[src/design/twpf_pkg.sv]
// Shared types, sizes and codes for the time-window packet FIFO.
// Used by twpf_front, twpf_back and time_window_packet_fifo; no dependencies.
`default_nettype none

package twpf_pkg;

    localparam int DEPTH       = 64;
    localparam int MAX_RESULTS = 64;
    localparam int QDEPTH      = 2;

    localparam int ADDR_W = $clog2(DEPTH);
    localparam int OCC_W  = $clog2(DEPTH + 1);
    localparam int CNT_W  = $clog2(MAX_RESULTS + 1);
    localparam int EVN_W  = $clog2(MAX_RESULTS);
    localparam int CMP_W  = (OCC_W > CNT_W) ? OCC_W : CNT_W;
    localparam int QPTR_W = $clog2(QDEPTH);
    localparam int QCNT_W = $clog2(QDEPTH + 1);

    localparam int TIME_W = 48;
    localparam int WORD_W = 32;
    localparam int DIFF_W = 23;

    // floor(x / 1000) = (x * DIV_MUL) >> DIV_SHIFT, exact for any 32-bit x
    localparam int DIV_MUL_W = 29;
    localparam int DIV_SHIFT = 38;
    localparam int PROD_W    = WORD_W + DIV_MUL_W;
    localparam logic [DIV_MUL_W-1:0] DIV_MUL = 29'd274877907;

    localparam logic [WORD_W-1:0] WINDOW_RESET = 32'd1000000;

    localparam logic [1:0] KIND_EVICT  = 2'd0;
    localparam logic [1:0] KIND_STATUS = 2'd1;
    localparam logic [1:0] KIND_DIFF   = 2'd2;
    localparam logic [1:0] KIND_EMPTY  = 2'd3;

    localparam logic [1:0] ST_OK    = 2'd0;
    localparam logic [1:0] ST_ORDER = 2'd1;
    localparam logic [1:0] ST_FULL  = 2'd2;

    typedef logic [ADDR_W-1:0] t_addr;
    typedef logic [OCC_W-1:0]  t_occ;
    typedef logic [OCC_W:0]    t_sum;
    typedef logic [CNT_W-1:0]  t_cnt;
    typedef logic [EVN_W-1:0]  t_evn;
    typedef logic [CMP_W-1:0]  t_cmp;
    typedef logic [QPTR_W-1:0] t_qptr;
    typedef logic [QCNT_W-1:0] t_qcnt;
    typedef logic [PROD_W-1:0] t_prod;

    typedef struct packed {
        logic              is_read;
        logic [TIME_W-1:0] time_us;
        logic [WORD_W-1:0] delay_us;
        logic [WORD_W-1:0] delay_new_us;
        logic [WORD_W-1:0] seq;
        t_cnt              count;
    } t_cmd;

    typedef struct packed {
        logic [TIME_W-1:0] time_us;
        logic [WORD_W-1:0] delay_us;
        logic [WORD_W-1:0] delay_new_us;
        logic [WORD_W-1:0] seq;
    } t_entry;

    typedef struct packed {
        logic [1:0]        kind;
        logic [1:0]        status;
        logic [TIME_W-1:0] time_us;
        logic [WORD_W-1:0] delay_us;
        logic [WORD_W-1:0] delay_new_us;
        logic [WORD_W-1:0] seq;
        logic [DIFF_W-1:0] diff_ms;
        logic              last;
    } t_result;

    // base + off modulo DEPTH, with off no larger than DEPTH
    function automatic t_addr wrap_add(input t_addr base, input t_occ off);
        t_sum sum;
        sum = t_sum'(base) + t_sum'(off);
        if (sum >= t_sum'(DEPTH)) begin
            sum = sum - t_sum'(DEPTH);
        end
        return t_addr'(sum);
    endfunction

endpackage

`default_nettype wire

[src/design/twpf_front.sv]
// Front end: takes requests, decodes them into commands and queues them.
// Depends on twpf_pkg.
`default_nettype none

module twpf_front (
    input  wire logic                   i_clk,
    input  wire logic                   i_rst_n,
    input  wire logic                   start,
    output logic                        busy,
    input  wire logic                   i_action,
    input  wire logic [47:0]            i_recv_time_us,
    input  wire logic [31:0]            i_oneway_us,
    input  wire logic [31:0]            i_oneway_new_us,
    input  wire logic [31:0]            i_seq,
    input  wire logic [6:0]             i_diff_count,
    output twpf_pkg::t_cmd              o_cmd,
    output logic                        o_cmd_valid,
    input  wire logic                   i_pop
);

    twpf_pkg::t_cmd  r_q [twpf_pkg::QDEPTH];
    twpf_pkg::t_qptr r_wr_ptr, n_wr_ptr;
    twpf_pkg::t_qptr r_rd_ptr, n_rd_ptr;
    twpf_pkg::t_qcnt r_count, n_count;
    twpf_pkg::t_cmd  cmd_in;
    logic            push;

    always_comb begin
        cmd_in.is_read      = i_action;
        cmd_in.time_us      = i_recv_time_us;
        cmd_in.delay_us     = i_oneway_us;
        cmd_in.delay_new_us = i_oneway_new_us;
        cmd_in.seq          = i_seq;
        // clamp the read count to the most results one request may give
        if (twpf_pkg::t_cmp'(i_diff_count) > twpf_pkg::t_cmp'(twpf_pkg::MAX_RESULTS)) begin
            cmd_in.count = twpf_pkg::t_cnt'(twpf_pkg::MAX_RESULTS);
        end else begin
            cmd_in.count = twpf_pkg::t_cnt'(i_diff_count);
        end
    end

    assign busy        = (r_count == twpf_pkg::t_qcnt'(twpf_pkg::QDEPTH));
    assign push        = start && !busy;
    assign o_cmd_valid = (r_count != '0);
    assign o_cmd       = r_q[r_rd_ptr];

    always_comb begin
        n_wr_ptr = r_wr_ptr;
        n_rd_ptr = r_rd_ptr;
        n_count  = r_count;
        if (push) begin
            if (r_wr_ptr == twpf_pkg::t_qptr'(twpf_pkg::QDEPTH - 1)) begin
                n_wr_ptr = '0;
            end else begin
                n_wr_ptr = r_wr_ptr + twpf_pkg::t_qptr'(1);
            end
        end
        if (i_pop) begin
            if (r_rd_ptr == twpf_pkg::t_qptr'(twpf_pkg::QDEPTH - 1)) begin
                n_rd_ptr = '0;
            end else begin
                n_rd_ptr = r_rd_ptr + twpf_pkg::t_qptr'(1);
            end
        end
        if (push && !i_pop) begin
            n_count = r_count + twpf_pkg::t_qcnt'(1);
        end else if (!push && i_pop) begin
            n_count = r_count - twpf_pkg::t_qcnt'(1);
        end
    end

    always_ff @(posedge i_clk) begin
        if (!i_rst_n) begin
            r_wr_ptr <= '0;
            r_rd_ptr <= '0;
            r_count  <= '0;
        end else begin
            r_wr_ptr <= n_wr_ptr;
            r_rd_ptr <= n_rd_ptr;
            r_count  <= n_count;
        end
    end

    always_ff @(posedge i_clk) begin
        if (push) begin
            r_q[r_wr_ptr] <= cmd_in;
        end
    end

`ifndef SYNTHESIS
    a_pop_nonempty: assert property (@(posedge i_clk) disable iff (!i_rst_n)
        i_pop |-> (r_count != '0))
        else $error("pop from empty command queue");
`endif

endmodule

`default_nettype wire

[config.mk]
export PLATFORM = sky130hd
export DESIGN_NAME = twpf_front
export DESIGN_NICKNAME = d
export VERILOG_FILES = /design/src/design/twpf_pkg.sv /design/src/design/twpf_front.sv
export SDC_FILE = /design/constraint.sdc
export NUM_CORES = 1
export LEC_CHECK = 0
export ABC_AREA = 1
export ABC_CLOCK_PERIOD_IN_PS = 16300
export BUFFER_PORTS_ARGS = -buffer_cell sky130_fd_sc_hd__clkbuf_2
export CAP_MARGIN = 20
export CORE_AREA = 2 2 197 199
export DETAILED_ROUTE_END_ITERATION = 16
export DIE_AREA = 0 0 199 201
export PLACE_DENSITY_LB_ADDON = 0.1
export SLEW_MARGIN = 40
export SYNTH_ARGS = -nofsm -noshare
export SYNTH_HDL_FRONTEND = slang
export SYNTH_SLANG_ARGS = --single-unit
export TNS_END_PERCENT = 100
[constraint.sdc]
create_clock -name i_clk -period 16.3 [get_ports i_clk]
set_clock_uncertainty 0.1 [all_clocks]
set_input_delay 3.26 -clock i_clk [delete_from_list [all_inputs] [get_ports i_clk]]
set_output_delay 3.26 -clock i_clk [all_outputs]
set_load 0.01 [all_outputs]
* After elaboration in Yosys (flattened, before gate mapping)
Memories as Yosys holds them, arrays and structs flattened. A register that Yosys moved wholly into a read port is not among the register bits. Index checks and enable logic that the tools add are counted. W data, S select, Z words.
Operators by class: mux-type cells 9, add/subtract/negate cells 4, order comparisons 1, reduce and logical (&&, ||, !) cells 8, eq/ne operators 1
Operators with widths (count):
- $gt A7 B7 Y1 const B | 1
- $mux W7 | 1
- $mux W1 | 6
- $mux W2 | 2
- $reduce_bool A2 Y1 | 2
- $logic_and A1 B1 Y1 | 3
- $logic_not A1 Y1 | 3
- $add A1 B1 Y1 const B | 2
- $add A2 B1 Y2 const B | 1
- $eq A2 B2 Y1 const B | 1
- $sub A2 B1 Y2 const B | 1
Word-level totals: word-level logic and storage cells 27, input port bits 156, register bits after elaboration 4, memories kept 1, bits in writable memories 304, output and inout port bits 154
Memories:
- r_q | words 2, bits a word 152, read ports 1, clocked after Yosys merged registers in 1, wr ports 1, RTL line twpf_front.sv:21 | twpf_pkg::t_cmd r_q [twpf_pkg::QDEPTH];

* Logic depth before layout (Yosys ltp)
depth in word-level cells 7, depth in mapped cells 10, depth with buffers taken out 10

* Worst setup path after synthesis
OpenSTA, ideal clock, no wires.
path kind input to register, start point input port start, end point memory r_q[0][0] (netlist bit) (enable), cell stages on the path 2, arrival time 9.724 ns, required time 15.534 ns, setup time 0.666 ns, setup slack 5.810 ns, buffers on the path 0, path through o21ai_0 nor2_1
On the way: longest elaborated chain between the ends 3
Ends and longest elaborated chain:
- from (decl) | RTL line twpf_front.sv:8 | input wire logic start,
- $logic_and A1 B1 Y1 | RTL line twpf_front.sv:43 | assign push = start && !busy;
- $mux W1 | RTL line twpf_front.sv:85 | if (push) begin
- $mux W1 (not written as such) | RTL line twpf_front.sv:86 | r_q[r_wr_ptr] <= cmd_in;
- to (decl) | RTL line twpf_front.sv:21
No other way between the ends.

==> flow_summary.yaml <==
critical_path:
  crit_arrival_ns: 2.49
  ff2ff_path_depth: 5
  required_ns: 12.94
  worstSetupEndpointType: "output pin"
  path_class: "reg -> out"
  crit_fanout: 50
  cp-start-kind: "flop"
clocking:
  tritoncts: "yes"
  ctsLongestPathBuffers: 3
  hold_buffers: 0
  numCtsBuffers: 36
  htreeDepth: 2
  root_buffer: "clkbuf_16"
  cts_resized: 0
  clock_sinks: 309
  path_clk_slew_ns: 0.05
  post_cts_buffers: 0
  clk_latency_ns: 0.53
place:
  placedCellCount: 1345
  io_buffers: 309
  place_hpwl_mm: 16.09
  gp_congestion: 0.6811
sta:
  finalCritPeriodShare: 0.3587
  rsz0062_at_grt: "false"
  setup_viol: 0
  min_period_ns: 5.848
  finalSetupTns_ns: 0
  max_freq_ghz: 0.1710
  final-hold-violation-count: 0
  worst_pin_slew_ns: 0.7746
  max_slew_margin: 0.4781
  slew_violations: 0
global_route:
  grt_pass1_vias: 6110
  antenna_found_initial: 3
  grt_pass1_wl_mm: 36.32
  grt_start_max_net_pins: 68
  grt-ovfl-total: 0
  grtUsageTotal: 0.1224
die:
  start_util: 0.3043
  fp.coreArea_sq_um: 38110
  ioPinCount: 310
  die-area_sq_um: 40000
  dieWidth_um: 199
  die_h_um: 201
  rows: 72
synthesis:
  synthesis.nets: 685
  syn_area_per_cell_sq_um: 21.96
  ys_types: 15
  syn_inst: 528
  synth_area_sq_um: 11590
  ys_warn_count: 0
  yosysSeqAreaShare: 0.7959
  ys_ff_latch: 309
layout:
  fin_cells: 1411
  finalNetCount: 1023
  area_growth_pct: 28.55
  final_core_util: 0.3912
  final_common_cell: "clkbuf_2"
  layout-drive-gt1-share: 0.5852
  layout_common_cells: "309 x clkbuf_2, 304 x edfxtp_1, 80 x mux2_4"
route:
  wl_mm: 24.74
  drc: 0
  drt_iter0_markers: 184
  vias: 5873
  drtPass1Iterations: 4
  wire_per_inst_um: 17.53
  ant_nets: 0
  via_per_inst: 4.162
power_and_ir_drop:
  power_mw: 1.948
  leakagePower_nw: 5.802
  ir_drop_uv: 85.31
  p_per_area_nw_per_um2: 130.7
job:
  maxCapViolCount: 0
run_status:
  status: "finished clean"
worst_hold_path:
  hold_path_depth: 2
  holdCritPathClass: "reg -> reg"
[metrics by stage]
step / area [sq um] / worst slack [ns] / hold slack, ns
2_1_floorplan: 11590 / 5.810 / 0.3635
3_3_place_gp: 13700 / 10.35 / 0.3829
3_5_place_dp: 13760 / 10.63 / 0.3879
4_1_cts: 14880 / 10.16 / 0.4114
5_1_grt: 14900 / 10.29 / 0.4220
6_report: 14910 / 10.45 / 0.4040
[layout make-up]
cell class,instances,area (sq um)
fillers,3610,23200
inverters,15,56.30
repair buffers,318,1677
flip-flops and latches,309,9233
clock buffers,50,1016
well taps,518,648.1
diodes,1,2.502
multi-input cells,186,2173
clock inverters,14,100.1
[final timing paths]
path	to	slack (ns)	startpoint
worst max-delay path	o_cmd[38]	10.45	flop
worst min-delay path	r_rd_ptr	0.40	r_rd_ptr
worst max register to register	r_q[0][96]	13.84	r_count[1]
worst min register to register	r_rd_ptr	0.40	r_rd_ptr
[critical path: stages (launching register included)]
cell      delay, ns
dfxtp_4        0.50
buf_12         0.28
buf_6          0.55
mux2_2         0.42
clkbuf_2       0.13
[synth_stat cells]
cell type | instances | area (sq um)
a21oi_1 | 1 | 5.000
edfxtp_1 | 304 | 9129
nand2_1 | 8 | 30.03
dfxtp_1 | 5 | 100.1
buf_2 | 7 | 35.03
mux2_4 | 80 | 1201
nor2_1 | 18 | 67.56
clkbuf_1 | 1 | 3.750
inv_1 | 15 | 56.30
buf_6 | 10 | 112.6
nand4_1 | 1 | 6.260
mux2_2 | 72 | 810.8
o21ai_0 | 3 | 15.01
ha_1 | 1 | 12.51
nand3_1 | 2 | 10.01
[metal layers]
| metal | share of wire | wire, um | global-route usage |
|---|---|---|---|
| met4 | 0.023 | 559 | 0.04984 |
| met3 | 0.10 | 2597 | 0.06200 |
| met2 | 0.47 | 11650 | 0.1924 |
| met5 | 0.00089 | 22 | 0.006173 |
| met1 | 0.40 | 9911 | 0.1406 |
[registers in the layout, summed over array words and instances (netlist names), named ones only]
signal	flops
r_wr_ptr	1
r_q	304
r_rd_ptr	1
r_count	2
[cells by family after synthesis]
group           after synthesis  share of synthesized area
mux                         152                     0.1735
buf+inv                      33                    0.01791
fa+ha+maj                     1                   0.001079
simple gates                 29                   0.009820
compound gates                4                   0.001726
flops                       309                     0.7959
[power breakdown]
part / total [mW] / internal (mW) / switching (mW)
logic: 0.228 / 0.104 / 0.124
registers: 0.963 / 0.949 / 0.0140
clock network: 0.757 / 0.451 / 0.306
No activity file was read; power rests on OpenSTA's default activity.
